--- src/rtl/h264_rtp_depacketizer_macros.svh ---
// ----------------------------------------------------------------------------
// h264_rtp_depacketizer_macros
// Assertion macros for the H.264 RTP depacketizer.
// ----------------------------------------------------------------------------
`ifndef H264_RTP_DEPACKETIZER_MACROS_SVH
`define H264_RTP_DEPACKETIZER_MACROS_SVH

`ifndef ASSERT_OFF
`define H264RTP_ASSERT_PROP(label, clk, rst, prop) \
  label: assert property (@(posedge clk) disable iff (rst) prop) \
    else $error("h264rtp assertion failed");
`define H264RTP_ASSERT_NEVER(label, clk, rst, expr) \
  label: assert property (@(posedge clk) disable iff (rst) !(expr)) \
    else $error("h264rtp forbidden condition");
`else
`define H264RTP_ASSERT_PROP(label, clk, rst, prop)
`define H264RTP_ASSERT_NEVER(label, clk, rst, expr)
`endif

`endif

--- src/rtl/h264rtp_pkg.sv ---
// ----------------------------------------------------------------------------
// h264rtp_pkg
// Types and constants shared by the H.264 RTP depacketizer modules.
// ----------------------------------------------------------------------------
package h264rtp_pkg;

  localparam logic [7:0] HEADER_LENGTH_RESET = 8'd12;
  localparam logic [4:0] NAL_TYPE_FUA        = 5'd28;
  localparam logic [4:0] NAL_TYPE_SINGLE_MAX = 5'd23;
  localparam logic [4:0] NAL_TYPE_SINGLE_MIN = 5'd1;
  localparam logic [8:0] POSITION_MAX        = 9'd511;
  localparam logic [7:0] START_CODE_ZERO     = 8'h00;
  localparam logic [7:0] START_CODE_ONE      = 8'h01;
  localparam int unsigned FU_START_BIT       = 7;
  localparam int unsigned FU_END_BIT         = 6;

  typedef enum logic [1:0] {
    KIND_NONE   = 2'd0,
    KIND_SINGLE = 2'd1,
    KIND_FUA    = 2'd2,
    KIND_DROP   = 2'd3
  } packet_kind_t;

  typedef enum logic [1:0] {
    OP_DROP  = 2'd0,
    OP_CLOSE = 2'd1,
    OP_BYTE  = 2'd2,
    OP_START = 2'd3
  } cmd_op_t;

  typedef enum logic [2:0] {
    STEP_SC0  = 3'd0,
    STEP_SC1  = 3'd1,
    STEP_SC2  = 3'd2,
    STEP_SC3  = 3'd3,
    STEP_DATA = 3'd4
  } step_t;

  typedef struct packed {
    cmd_op_t    op;
    logic [7:0] data;
    logic       nal_last;
  } cmd_t;

  typedef struct packed {
    logic [7:0] in_byte;
    logic       packet_last;
  } in_item_t;

  typedef struct packed {
    logic [7:0] out_byte;
    logic       byte_valid;
    logic       nal_first;
    logic       nal_last;
    logic       packet_dropped;
    logic       burst_last;
  } out_item_t;

endpackage

--- src/rtl/h264rtp_front.sv ---
// ----------------------------------------------------------------------------
// h264rtp_front
// Tracks packet position and type; each input beat gives at most one command.
// ----------------------------------------------------------------------------
module h264rtp_front (
  input  logic                  clk,
  input  logic                  rst,
  input  logic                  cfg_valid,
  output logic                  cfg_ready,
  input  logic [7:0]            cfg_data,
  input  logic                  in_valid,
  output logic                  in_ready,
  input  h264rtp_pkg::in_item_t in_data,
  output logic                  cmd_valid,
  input  logic                  cmd_ready,
  output h264rtp_pkg::cmd_t     cmd
);

  logic [7:0]                header_length;
  logic [8:0]                byte_position;
  h264rtp_pkg::packet_kind_t packet_kind;
  logic [2:0]                fu_nri_bits;
  logic                      fu_end_seen;

  logic [8:0]                byte_position_next;
  h264rtp_pkg::packet_kind_t packet_kind_next;
  logic [2:0]                fu_nri_bits_next;
  logic                      fu_end_seen_next;

  logic       accept;
  logic       emit;
  logic [8:0] hdr_pos;
  logic [8:0] fu_pos;
  logic [4:0] nal_type;
  logic [7:0] b;
  logic       last;

  assign cfg_ready = 1'b1;
  assign in_ready  = cmd_ready;
  assign accept    = in_valid && in_ready;
  assign cmd_valid = accept && emit;

  assign b        = in_data.in_byte;
  assign last     = in_data.packet_last;
  assign nal_type = b[4:0];
  assign hdr_pos  = {1'b0, header_length};
  assign fu_pos   = hdr_pos + 9'd1;

  always_comb begin
    emit             = 1'b0;
    cmd.op           = h264rtp_pkg::OP_DROP;
    cmd.data         = b;
    cmd.nal_last     = 1'b0;
    packet_kind_next = packet_kind;
    fu_nri_bits_next = fu_nri_bits;
    fu_end_seen_next = fu_end_seen;
    if (byte_position < hdr_pos) begin
      emit = last;
    end else if (byte_position == hdr_pos) begin
      if (nal_type >= h264rtp_pkg::NAL_TYPE_SINGLE_MIN &&
          nal_type <= h264rtp_pkg::NAL_TYPE_SINGLE_MAX) begin
        packet_kind_next = h264rtp_pkg::KIND_SINGLE;
        emit             = 1'b1;
        cmd.op           = h264rtp_pkg::OP_START;
        cmd.nal_last     = last;
      end else if (nal_type == h264rtp_pkg::NAL_TYPE_FUA) begin
        packet_kind_next = h264rtp_pkg::KIND_FUA;
        fu_nri_bits_next = b[7:5];
        emit             = last;
      end else begin
        packet_kind_next = h264rtp_pkg::KIND_DROP;
        emit             = last;
      end
    end else begin
      unique case (packet_kind)
        h264rtp_pkg::KIND_SINGLE: begin
          emit         = 1'b1;
          cmd.op       = h264rtp_pkg::OP_BYTE;
          cmd.nal_last = last;
        end
        h264rtp_pkg::KIND_FUA: begin
          if (byte_position == fu_pos) begin
            fu_end_seen_next = b[h264rtp_pkg::FU_END_BIT];
            if (b[h264rtp_pkg::FU_START_BIT]) begin
              emit         = 1'b1;
              cmd.op       = h264rtp_pkg::OP_START;
              cmd.data     = {fu_nri_bits, nal_type};
              cmd.nal_last = last && b[h264rtp_pkg::FU_END_BIT];
            end else if (last && b[h264rtp_pkg::FU_END_BIT]) begin
              emit         = 1'b1;
              cmd.op       = h264rtp_pkg::OP_CLOSE;
              cmd.nal_last = 1'b1;
            end
          end else begin
            emit         = 1'b1;
            cmd.op       = h264rtp_pkg::OP_BYTE;
            cmd.nal_last = last && fu_end_seen;
          end
        end
        default: begin
          emit = last;
        end
      endcase
    end
    if (last) begin
      byte_position_next = '0;
      packet_kind_next   = h264rtp_pkg::KIND_NONE;
      fu_nri_bits_next   = '0;
      fu_end_seen_next   = 1'b0;
    end else if (byte_position < h264rtp_pkg::POSITION_MAX) begin
      byte_position_next = byte_position + 9'd1;
    end else begin
      byte_position_next = byte_position;
    end
  end

  always_ff @(posedge clk) begin
    if (rst) begin
      header_length <= h264rtp_pkg::HEADER_LENGTH_RESET;
    end else if (cfg_valid && cfg_ready) begin
      header_length <= cfg_data;
    end
  end

  always_ff @(posedge clk) begin
    if (rst) begin
      byte_position <= '0;
      packet_kind   <= h264rtp_pkg::KIND_NONE;
      fu_nri_bits   <= '0;
      fu_end_seen   <= 1'b0;
    end else if (accept) begin
      byte_position <= byte_position_next;
      packet_kind   <= packet_kind_next;
      fu_nri_bits   <= fu_nri_bits_next;
      fu_end_seen   <= fu_end_seen_next;
    end
  end

endmodule

--- src/rtl/h264rtp_queue.sv ---
// ----------------------------------------------------------------------------
// h264rtp_queue
// Small command FIFO between the classifier and the output sequencer.
// ----------------------------------------------------------------------------
module h264rtp_queue #(
  parameter int unsigned DEPTH = 4
) (
  input  logic              clk,
  input  logic              rst,
  input  logic              push_valid,
  output logic              push_ready,
  input  h264rtp_pkg::cmd_t push_cmd,
  output logic              pop_valid,
  input  logic              pop_ready,
  output h264rtp_pkg::cmd_t pop_cmd
);

  localparam int unsigned AW = (DEPTH > 1) ? $clog2(DEPTH) : 1;
  localparam int unsigned CW = $clog2(DEPTH + 1);
  localparam logic [AW-1:0] PTR_LAST = AW'(DEPTH - 1);
  localparam logic [CW-1:0] COUNT_FULL = CW'(DEPTH);

  h264rtp_pkg::cmd_t slots [DEPTH];
  logic [AW-1:0]     wr_ptr;
  logic [AW-1:0]     rd_ptr;
  logic [CW-1:0]     count;
  logic              do_push;
  logic              do_pop;

  assign push_ready = count != COUNT_FULL;
  assign pop_valid  = count != '0;
  assign pop_cmd    = slots[rd_ptr];
  assign do_push    = push_valid && push_ready;
  assign do_pop     = pop_valid && pop_ready;

  always_ff @(posedge clk) begin
    if (do_push) begin
      slots[wr_ptr] <= push_cmd;
    end
  end

  always_ff @(posedge clk) begin
    if (rst) begin
      wr_ptr <= '0;
      rd_ptr <= '0;
      count  <= '0;
    end else begin
      if (do_push) begin
        wr_ptr <= (wr_ptr == PTR_LAST) ? '0 : wr_ptr + AW'(1);
      end
      if (do_pop) begin
        rd_ptr <= (rd_ptr == PTR_LAST) ? '0 : rd_ptr + AW'(1);
      end
      if (do_push && !do_pop) begin
        count <= count + CW'(1);
      end else if (do_pop && !do_push) begin
        count <= count - CW'(1);
      end
    end
  end

endmodule

--- src/rtl/h264rtp_back.sv ---
// ----------------------------------------------------------------------------
// h264rtp_back
// Expands queued commands into output beats: start codes, data, markers.
// ----------------------------------------------------------------------------
module h264rtp_back (
  input  logic                   clk,
  input  logic                   rst,
  input  logic                   cmd_valid,
  output logic                   cmd_ready,
  input  h264rtp_pkg::cmd_t      cmd,
  output logic                   out_valid,
  input  logic                   out_ready,
  output h264rtp_pkg::out_item_t out_data
);

  h264rtp_pkg::cmd_t  cur;
  logic               cur_valid;
  h264rtp_pkg::step_t step;
  h264rtp_pkg::step_t step_next;
  logic               final_step;
  logic               advance;

  assign final_step = (cur.op != h264rtp_pkg::OP_START) || (step == h264rtp_pkg::STEP_DATA);
  assign advance    = !cur_valid || (out_ready && final_step);
  assign cmd_ready  = advance;
  assign out_valid  = cur_valid;

  always_comb begin
    unique case (step)
      h264rtp_pkg::STEP_SC0: step_next = h264rtp_pkg::STEP_SC1;
      h264rtp_pkg::STEP_SC1: step_next = h264rtp_pkg::STEP_SC2;
      h264rtp_pkg::STEP_SC2: step_next = h264rtp_pkg::STEP_SC3;
      default:               step_next = h264rtp_pkg::STEP_DATA;
    endcase
  end

  always_comb begin
    out_data                = '0;
    out_data.burst_last     = final_step;
    unique case (cur.op)
      h264rtp_pkg::OP_START: begin
        out_data.byte_valid = 1'b1;
        unique case (step)
          h264rtp_pkg::STEP_SC0: begin
            out_data.out_byte  = h264rtp_pkg::START_CODE_ZERO;
            out_data.nal_first = 1'b1;
          end
          h264rtp_pkg::STEP_SC1: out_data.out_byte = h264rtp_pkg::START_CODE_ZERO;
          h264rtp_pkg::STEP_SC2: out_data.out_byte = h264rtp_pkg::START_CODE_ZERO;
          h264rtp_pkg::STEP_SC3: out_data.out_byte = h264rtp_pkg::START_CODE_ONE;
          default: begin
            out_data.out_byte = cur.data;
            out_data.nal_last = cur.nal_last;
          end
        endcase
      end
      h264rtp_pkg::OP_BYTE: begin
        out_data.out_byte   = cur.data;
        out_data.byte_valid = 1'b1;
        out_data.nal_last   = cur.nal_last;
      end
      h264rtp_pkg::OP_CLOSE: begin
        out_data.nal_last = 1'b1;
      end
      h264rtp_pkg::OP_DROP: begin
        out_data.packet_dropped = 1'b1;
      end
    endcase
  end

  always_ff @(posedge clk) begin
    if (rst) begin
      cur <= '0;
    end else if (advance && cmd_valid) begin
      cur <= cmd;
    end
  end

  always_ff @(posedge clk) begin
    if (rst) begin
      cur_valid <= 1'b0;
      step      <= h264rtp_pkg::STEP_SC0;
    end else if (advance) begin
      cur_valid <= cmd_valid;
      step      <= h264rtp_pkg::STEP_SC0;
    end else if (out_ready) begin
      step      <= step_next;
    end
  end

endmodule

--- src/rtl/h264_rtp_depacketizer.sv ---
// ----------------------------------------------------------------------------
// h264_rtp_depacketizer
// RTP (single NAL and FU-A) to Annex-B H.264 byte stream converter.
// Throughput: 1 input beat per cycle unless the queue is full; a beat opening a NAL
// unit yields 5 beats, limited by the output sequencer's one beat per ready cycle.
// Reset: synchronous; clears packet state, queue and output; header_length = 12.
// ----------------------------------------------------------------------------
`include "h264_rtp_depacketizer_macros.svh"

module h264_rtp_depacketizer #(
  parameter int unsigned QUEUE_DEPTH = 4
) (
  input  logic                   clk,
  input  logic                   rst,
  input  logic                   cfg_valid,
  output logic                   cfg_ready,
  input  logic [7:0]             cfg_data,
  input  logic                   in_valid,
  output logic                   in_ready,
  input  h264rtp_pkg::in_item_t  in_data,
  output logic                   out_valid,
  input  logic                   out_ready,
  output h264rtp_pkg::out_item_t out_data
);

  logic              f_valid;
  logic              f_ready;
  h264rtp_pkg::cmd_t f_cmd;
  logic              q_valid;
  logic              q_ready;
  h264rtp_pkg::cmd_t q_cmd;

  h264rtp_front u_front (
    .clk       (clk),
    .rst       (rst),
    .cfg_valid (cfg_valid),
    .cfg_ready (cfg_ready),
    .cfg_data  (cfg_data),
    .in_valid  (in_valid),
    .in_ready  (in_ready),
    .in_data   (in_data),
    .cmd_valid (f_valid),
    .cmd_ready (f_ready),
    .cmd       (f_cmd)
  );

  h264rtp_queue #(
    .DEPTH (QUEUE_DEPTH)
  ) u_queue (
    .clk        (clk),
    .rst        (rst),
    .push_valid (f_valid),
    .push_ready (f_ready),
    .push_cmd   (f_cmd),
    .pop_valid  (q_valid),
    .pop_ready  (q_ready),
    .pop_cmd    (q_cmd)
  );

  h264rtp_back u_back (
    .clk       (clk),
    .rst       (rst),
    .cmd_valid (q_valid),
    .cmd_ready (q_ready),
    .cmd       (q_cmd),
    .out_valid (out_valid),
    .out_ready (out_ready),
    .out_data  (out_data)
  );

  `H264RTP_ASSERT_PROP(a_first_is_zero, clk, rst, out_valid && out_data.nal_first |-> out_data.byte_valid && out_data.out_byte == 8'h00 && !out_data.burst_last)
  `H264RTP_ASSERT_PROP(a_marker_ends_burst, clk, rst, out_valid && !out_data.byte_valid |-> out_data.burst_last)
  `H264RTP_ASSERT_NEVER(a_drop_no_data, clk, rst, out_valid && out_data.packet_dropped && (out_data.byte_valid || out_data.nal_last))
  `H264RTP_ASSERT_PROP(a_first_then_zero, clk, rst, out_valid && out_ready && out_data.nal_first |=> out_valid && out_data.out_byte == 8'h00 && !out_data.nal_first)

endmodule

--- config.mk ---
export PLATFORM = sky130hd
export DESIGN_NAME = h264_rtp_depacketizer
export DESIGN_NICKNAME = d
export VERILOG_FILES = /design/src/rtl/h264rtp_pkg.sv /design/src/rtl/h264rtp_front.sv /design/src/rtl/h264rtp_queue.sv /design/src/rtl/h264rtp_back.sv /design/src/rtl/h264_rtp_depacketizer.sv
export VERILOG_INCLUDE_DIRS = /design/src /design/src/rtl
export SDC_FILE = /design/constraint.sdc
export NUM_CORES = 1
export LEC_CHECK = 0
export BUFFER_PORTS_ARGS = -buffer_cell sky130_fd_sc_hd__buf_2
export CAP_MARGIN = 20
export CORE_MARGIN = 5
export CORE_UTILIZATION = 60
export DETAILED_ROUTE_END_ITERATION = 6
export PLACE_DENSITY = 0.88
export SLEW_MARGIN = 5
export SYNTH_ARGS = -nofsm -noshare
export SYNTH_HDL_FRONTEND = slang
export SYNTH_SLANG_ARGS = --single-unit
--- constraint.sdc ---
create_clock -name clk -period 4.48 [get_ports clk]
set_input_delay 0.224 -clock clk [delete_from_list [all_inputs] [get_ports clk]]
set_output_delay 0.224 -clock clk [all_outputs]
set_load 0.05 [all_outputs]
Word level (Yosys, flattened, before mapping)
Memories as Yosys holds them, arrays and structs flattened. A register that Yosys moved wholly into a read port is not among the register bits.
Cells that the tools add are included.
{"block": "word_totals", "ff_bits": 34, "ram_bits": 44, "in_bits": 22, "output_inout_bits": 16, "wordCells": 125, "mem_count": 1}
{"memory": "u_queue.slots", "words": 4, "width": 11, "read_ports": 1, "rd_clocked_by_memory_dff": 1, "write_ports": 1, "line": "h264rtp_queue.sv:23", "text": "h264rtp_pkg::cmd_t slots [DEPTH];"}
{"block": "op_classes", "add_sub_neg": 6, "magnitude_cmp": 4, "eq_ne": 19, "mux": 54, "n_reduce_logical": 31}
{"cell": "$mux W8", "n": 4}
{"cell": "$mux W1", "n": 23}
{"cell": "$mux W3", "n": 7}
{"cell": "$mux W2", "n": 10}
{"cell": "$mux W9", "n": 2}
{"cell": "$pmux W9 S2", "n": 1}
{"cell": "$pmux W8 S2", "n": 1}
{"cell": "$reduce_bool A2 Y1", "n": 6}
{"cell": "$mux W11", "n": 1}
{"cell": "$eq A2 B2 Y1 const B", "n": 5}
{"cell": "$logic_and A1 B1 Y1", "n": 10}
{"cell": "$reduce_and A5 Y1", "n": 2}
{"cell": "$add A8 B1 Y9 const B", "n": 1}
{"cell": "$add A9 B1 Y9 const B", "n": 1}
{"cell": "$eq A9 B8 Y1", "n": 1}
{"cell": "$eq A9 B9 Y1", "n": 1}
{"cell": "$lt A9 B8 Y1", "n": 1}
{"cell": "$lt A9 B9 Y1 const B", "n": 1}
{"cell": "$pmux W3 S3", "n": 1}
{"cell": "$ne A2 B2 Y1 const B", "n": 4}
{"cell": "$eq A3 B2 Y1 const B", "n": 2}
{"cell": "$eq A5 B5 Y1 const B", "n": 1}
{"cell": "$ge A5 B1 Y1 const B", "n": 1}
{"cell": "$le A5 B5 Y1 const B", "n": 1}
{"cell": "20 further kinds", "n": 26}

Logic depth before layout (Yosys ltp)
{"block": "depth", "ltp_word": 13, "mapped_depth": 15, "ltp_nobuf": 14}

Modules after synthesis
From an unflattened synthesis, not the netlist that was laid out.
{"block": "unflattened", "hier_cells": 417, "hier_area_um2": 4663.2}
{"mod": "h264rtp_queue", "instances": 1, "cells_each": 105, "area_per_inst_um2": 2062.0, "seq_area_each_um2": 1501.4}
{"mod": "h264rtp_front", "instances": 1, "cells_each": 222, "area_per_inst_um2": 1776.7, "seq_area_each_um2": 460.4}
{"mod": "h264rtp_back", "instances": 1, "cells_each": 90, "area_per_inst_um2": 824.5, "seq_area_each_um2": 300.3}

Least setup slack after synthesis
OpenSTA, ideal clock, no wires.
{"block": "synth_path", "path_kind": "reg-to-reg", "startpoint": "register u_front.header_length[3]", "endpoint": "register u_queue.count[2]", "setup_time_ps": 70, "arrival_time_ps": 3095, "required_ps": 4410, "slack_ps": 1314, "stages_incl_launch_ff": 15, "n_path_buf": 0, "period_less_slack_ps": 3166, "cell_sequence": "dfxtp_1 -> inv_1 -> ha_1 -> nand3_1 -> nor3_1 -> nor2_1 -> o211a_1 -> and3_1 -> nor2_1 -> ha_1 -> inv_1 -> fa_1 -> xor2_1 -> or3_1 -> a21oi_1"}
{"block": "synth_between", "elab_chain_cells": 11, "elab_cells_between_ends": 15, "classes_between": "1 x add/sub; 1 x order compare; 2 x eq/ne; 5 x mux; 6 x reduce/logical"}
{"item": "start, declared", "line": "h264rtp_front.sv:19", "text": "logic [7:0] header_length;"}
{"item": "start signal, assigned", "line": "h264rtp_front.sv:119", "text": "header_length <= h264rtp_pkg::HEADER_LENGTH_RESET;"}
{"item": "start signal, assigned", "line": "h264rtp_front.sv:121", "text": "header_length <= cfg_data;"}
{"item": "$add A8 B1 Y9", "line": "h264rtp_front.sv:47", "text": "assign fu_pos = hdr_pos + 9'd1;"}
{"item": "$eq A9 B9 Y1", "line": "h264rtp_front.sv:82", "text": "if (byte_position == fu_pos) begin"}
{"item": "$mux W1", "line": "h264rtp_front.sv:82"}
{"item": "$pmux W1 S2", "line": "h264rtp_front.sv:75", "text": "unique case (packet_kind)"}
{"item": "$mux W1", "line": "h264rtp_front.sv:59", "text": "end else if (byte_position == hdr_pos) begin"}
{"item": "$mux W1 (*)", "line": "h264rtp_front.sv:57", "text": "if (byte_position < hdr_pos) begin"}
{"item": "$logic_and A1 B1 Y1 (*)", "line": "h264rtp_front.sv:41", "text": "assign cmd_valid = accept && emit;"}
{"item": "$logic_and A1 B1 Y1 (*)", "line": "h264rtp_queue.sv:33", "text": "assign do_push = push_valid && push_ready;"}
{"item": "net u_queue.do_push", "line": "h264rtp_queue.sv:27", "text": "logic do_push;"}
{"item": "$logic_not A1 Y1", "line": "h264rtp_queue.sv:56", "text": "end else if (do_pop && !do_push) begin"}
{"item": "$logic_and A1 B1 Y1", "line": "h264rtp_queue.sv:56"}
{"item": "$reduce_bool A2 Y1 (no source line)"}
{"item": "end signal, assigned", "line": "h264rtp_queue.sv:55", "text": "count <= count + CW'(1);"}
{"item": "end signal, assigned", "line": "h264rtp_queue.sv:57", "text": "count <= count - CW'(1);"}
{"item": "end, declared", "line": "h264rtp_queue.sv:26", "text": "logic [CW-1:0] count;"}
Mark *: on every way through the listed nets, which the timed path passes. The rest lies on a longest branch.
A chain may end at the register's enable or synchronous reset.

Final worst setup path
Ends and elaborated chain as after synthesis.

==> flow_summary.json <==
{
  "setup_viol": 0,
  "ys.flop_type": "dfxtp_1",
  "finalSetupTns_ns": 0,
  "synth_nets": 464,
  "finalCritPeriodShare_pct": 82.3,
  "ir_drop_v": 0.000157,
  "port_buffers": 36,
  "regArea_um2": 2220,
  "critPathCaptureType": "flip-flop",
  "crit_path_cell_trace": "inv_1, ha_1, nand3_1, nor3_1, nor2_1, o211a_1, and3_1, nor2_1, ha_1, inv_1, fa_1, xor2_1, or3_1, a21oi_1",
  "postCtsHoldBufs": 0,
  "start_util_pct": 61.5,
  "start_kind": "flip-flop",
  "final_nets": 490,
  "grt_max_degree": 39,
  "io_pins": 38,
  "drtIter0Drc": 229,
  "antenna_found_initial": 0,
  "status": "finished clean",
  "synth_enable_flop_cells": 44,
  "drt-vias-per-instance": 5.87,
  "multi_input_area_um2": 2060,
  "pwr_density_cell_nw_per_um2": 446,
  "syn_inst": 423,
  "post-route-min-period_ns": 3.69,
  "routed-via-count": 3246,
  "final_antenna_net_count": 0,
  "rows": 31,
  "die_h_um": 96.2,
  "finalClockSkew_ns": 0.00944,
  "async_reset_ff_share_pct": 0,
  "cts_buffer_depth": 2,
  "die-area_um2": 9260,
  "clkSinkCount": 89,
  "cts_buffers": 9,
  "crit_path_max_incr_delay_ns": 0.59,
  "wirelength_mm": 8.95,
  "dp_hpwl_mm": 6.46,
  "rsz0062_at_grt": "false",
  "slew_viol_final": 0,
  "ys_ff_latch": 89,
  "dp.cells": 537,
  "die_w_um": 96.2,
  "grtUsageTotal_pct": 20.9,
  "wire_per_inst_um": 16.2,
  "worst_slew_margin_rel_pct": 43.4,
  "path_clk_slew_ns": 0.09,
  "worstMarginPinSlew_ns": 0.848,
  "grt_pass1_wl_mm": 14.8,
  "cp_max_fo": 6,
  "insertedDiodeCount": 0,
  "coreArea_um2": 7250,
  "cp_slowest_cell": "nor3_1",
  "syn_to_final_growth_pct": 8.89,
  "clk_latency_ns": 0.35,
  "seq_area_frac_synth_pct": 49.8,
  "htreeDepth": 3,
  "drv_cap": 0,
  "drc": 0,
  "layout_common_cells": "nand2_1 (45), dfxtp_1 (45), edfxtp_1 (44)",
  "gp_congestion": 0.896,
  "layout-drive-gt1-share_pct": 15.6,
  "syn_avg_cell_area_um2": 10.6,
  "final_hold_viol_count": 0,
  "yosys_warnings": 0,
  "grt.overflow.total": 0,
  "first_global_vias": 3029,
  "firstDrtPassIters": 5,
  "tritoncts": "yes",
  "hold_class": "in2reg",
  "root_buffer": "clkbuf_8",
  "max_freq_mhz": 271,
  "leakagePower_uw": 0.00195,
  "ctsResizeCount": 0,
  "n_fill_cell": 542,
  "instances_no_fill": 553,
  "synth_cell_type_count": 62,
  "crit_required_ns": 4.76,
  "netlist_area_um2": 4460,
  "critPathArrivalTime_ns": 3.97,
  "crit_type": "reg2reg",
  "cts_setup_buffers": 0
}
sequential cells by signal, summed over array words and instances, names as in the netlist:
signal,cells
u_queue.slots,44
u_back.cur,11
u_queue.rd_ptr,2
u_front.byte_position,9
u_back.step,3
u_back.out_valid,1
u_front.packet_kind,2
u_front.fu_nri_bits,3
u_front.fu_end_seen,1
u_front.header_length,8
u_queue.wr_ptr,2
u_queue.count,3
path summary, 6_finish.rpt:
check,startpoint,slack [ns],depth (start not counted),endpoint
worst max-delay path,u_front.header_length[3],0.79,14,u_queue.count[2]
worst min register to register,u_back.cur[8],0.46,2,u_back.cur[8]
worst max register to register,u_front.header_length[3],0.79,14,u_queue.count[2]
worst min-delay path,cfg_data[2],0.1,3,u_front.header_length[2]
synth_stat cells (all sizes together) (2+ instances only):
library cell  number  area share, %
mux2               4            1.0
xnor2              4           0.78
o211a              4           0.90
mux4              11            5.6
nand2b             2           0.28
nand3             15            1.8
nand3b             2           0.34
a211o              2           0.39
a211oi             4           0.90
ha                18            5.0
mux2i              8            1.8
o211ai             3           0.50
or4                3           0.50
or4b               2           0.53
o21a               2           0.34
clkbuf            11           0.93
dfxtp             45             20
and2               4           0.56
nor2              31            2.8
nor4               5           0.84
o21ai             15            1.7
nand2             45            3.8
buf               10            1.4
nor4b              2           0.39
and3              15            2.1
inv               21            1.8
edfxtp            44             30
xor2              10            2.0
a31oi              3           0.42
a21oi             32            3.6
nand4              4           0.56
and3b              2           0.39
nor2b              2           0.28
a21o               3           0.50
o31ai              3           0.50
nor3              12            1.3
or3                4           0.56
a22o               2           0.39
cell type report:
| type | instances | area share, % |
|---|---|---|
| Clock buffer | 11 | 2.70 |
| Clock inverter | 5 | 1.31 |
| Inverter | 21 | 1.62 |
| Multi-Input combinational cell | 292 | 42.4 |
| Sequential cell | 89 | 45.7 |
| Tap cell | 99 | 2.55 |
| Timing Repair Buffer | 36 | 3.71 |
power by group:
part	switching, uW	total, uW	internal (uW)
registers	101	1040	941
clock network	286	550	263
logic	362	574	212
critical path, delay by kind of cell, from the launching register on:
kind	cells	cell delay (ns)
flops	1	0.42
fa+ha+maj	3	0.94
compound gates	2	0.34
buf+inv	2	0.16
xor+xnor	1	0.18
simple gates	6	1.58
metal layers:
layer | vias up | global-route usage [%] | part of all wire (%)
met5 | - | 0 | 0
met4 | 0 | 7.11 | 1.1
met3 | 10 | 3.99 | 6.6
met2 | 113 | 33.2 | 47
met1 | 1519 | 28.7 | 45
li1 | 1604 | - | -
stage by stage:
step	worst slack [ns]	power [uW]	area (um^2)	hold slack, ns	utilization, %
finish	0.793	2170	4860	0.0970	67.0
global route	0.592	2290	4860	0.0959	67.0
CTS	0.840	2180	4860	0.0860	67.0
detailed placement	0.878	1640	4660	0.444	64.3
global placement	1.10	1600	4660	0.440	64.3
floorplan	1.31	1500	4460	0.323	-
cells by family (layout without fill, tap and decap cells):
group / Yosys count / after routing / synth area share (%)
adder cells (fa/ha/maj): 19 / 19 / 5.49
multiplexers: 23 / 23 / 8.35
AO/OA/AOI/OAI: 82 / 82 / 11.9
flip-flops: 89 / 89 / 49.8
buffers and inverters: 42 / 73 / 4.06
other: 1 / 1 / 0.0840
AND/OR/NAND/NOR: 153 / 153 / 17.5
XOR/XNOR: 14 / 14 / 2.75
No activity file was read; power rests on OpenSTA's default activity.
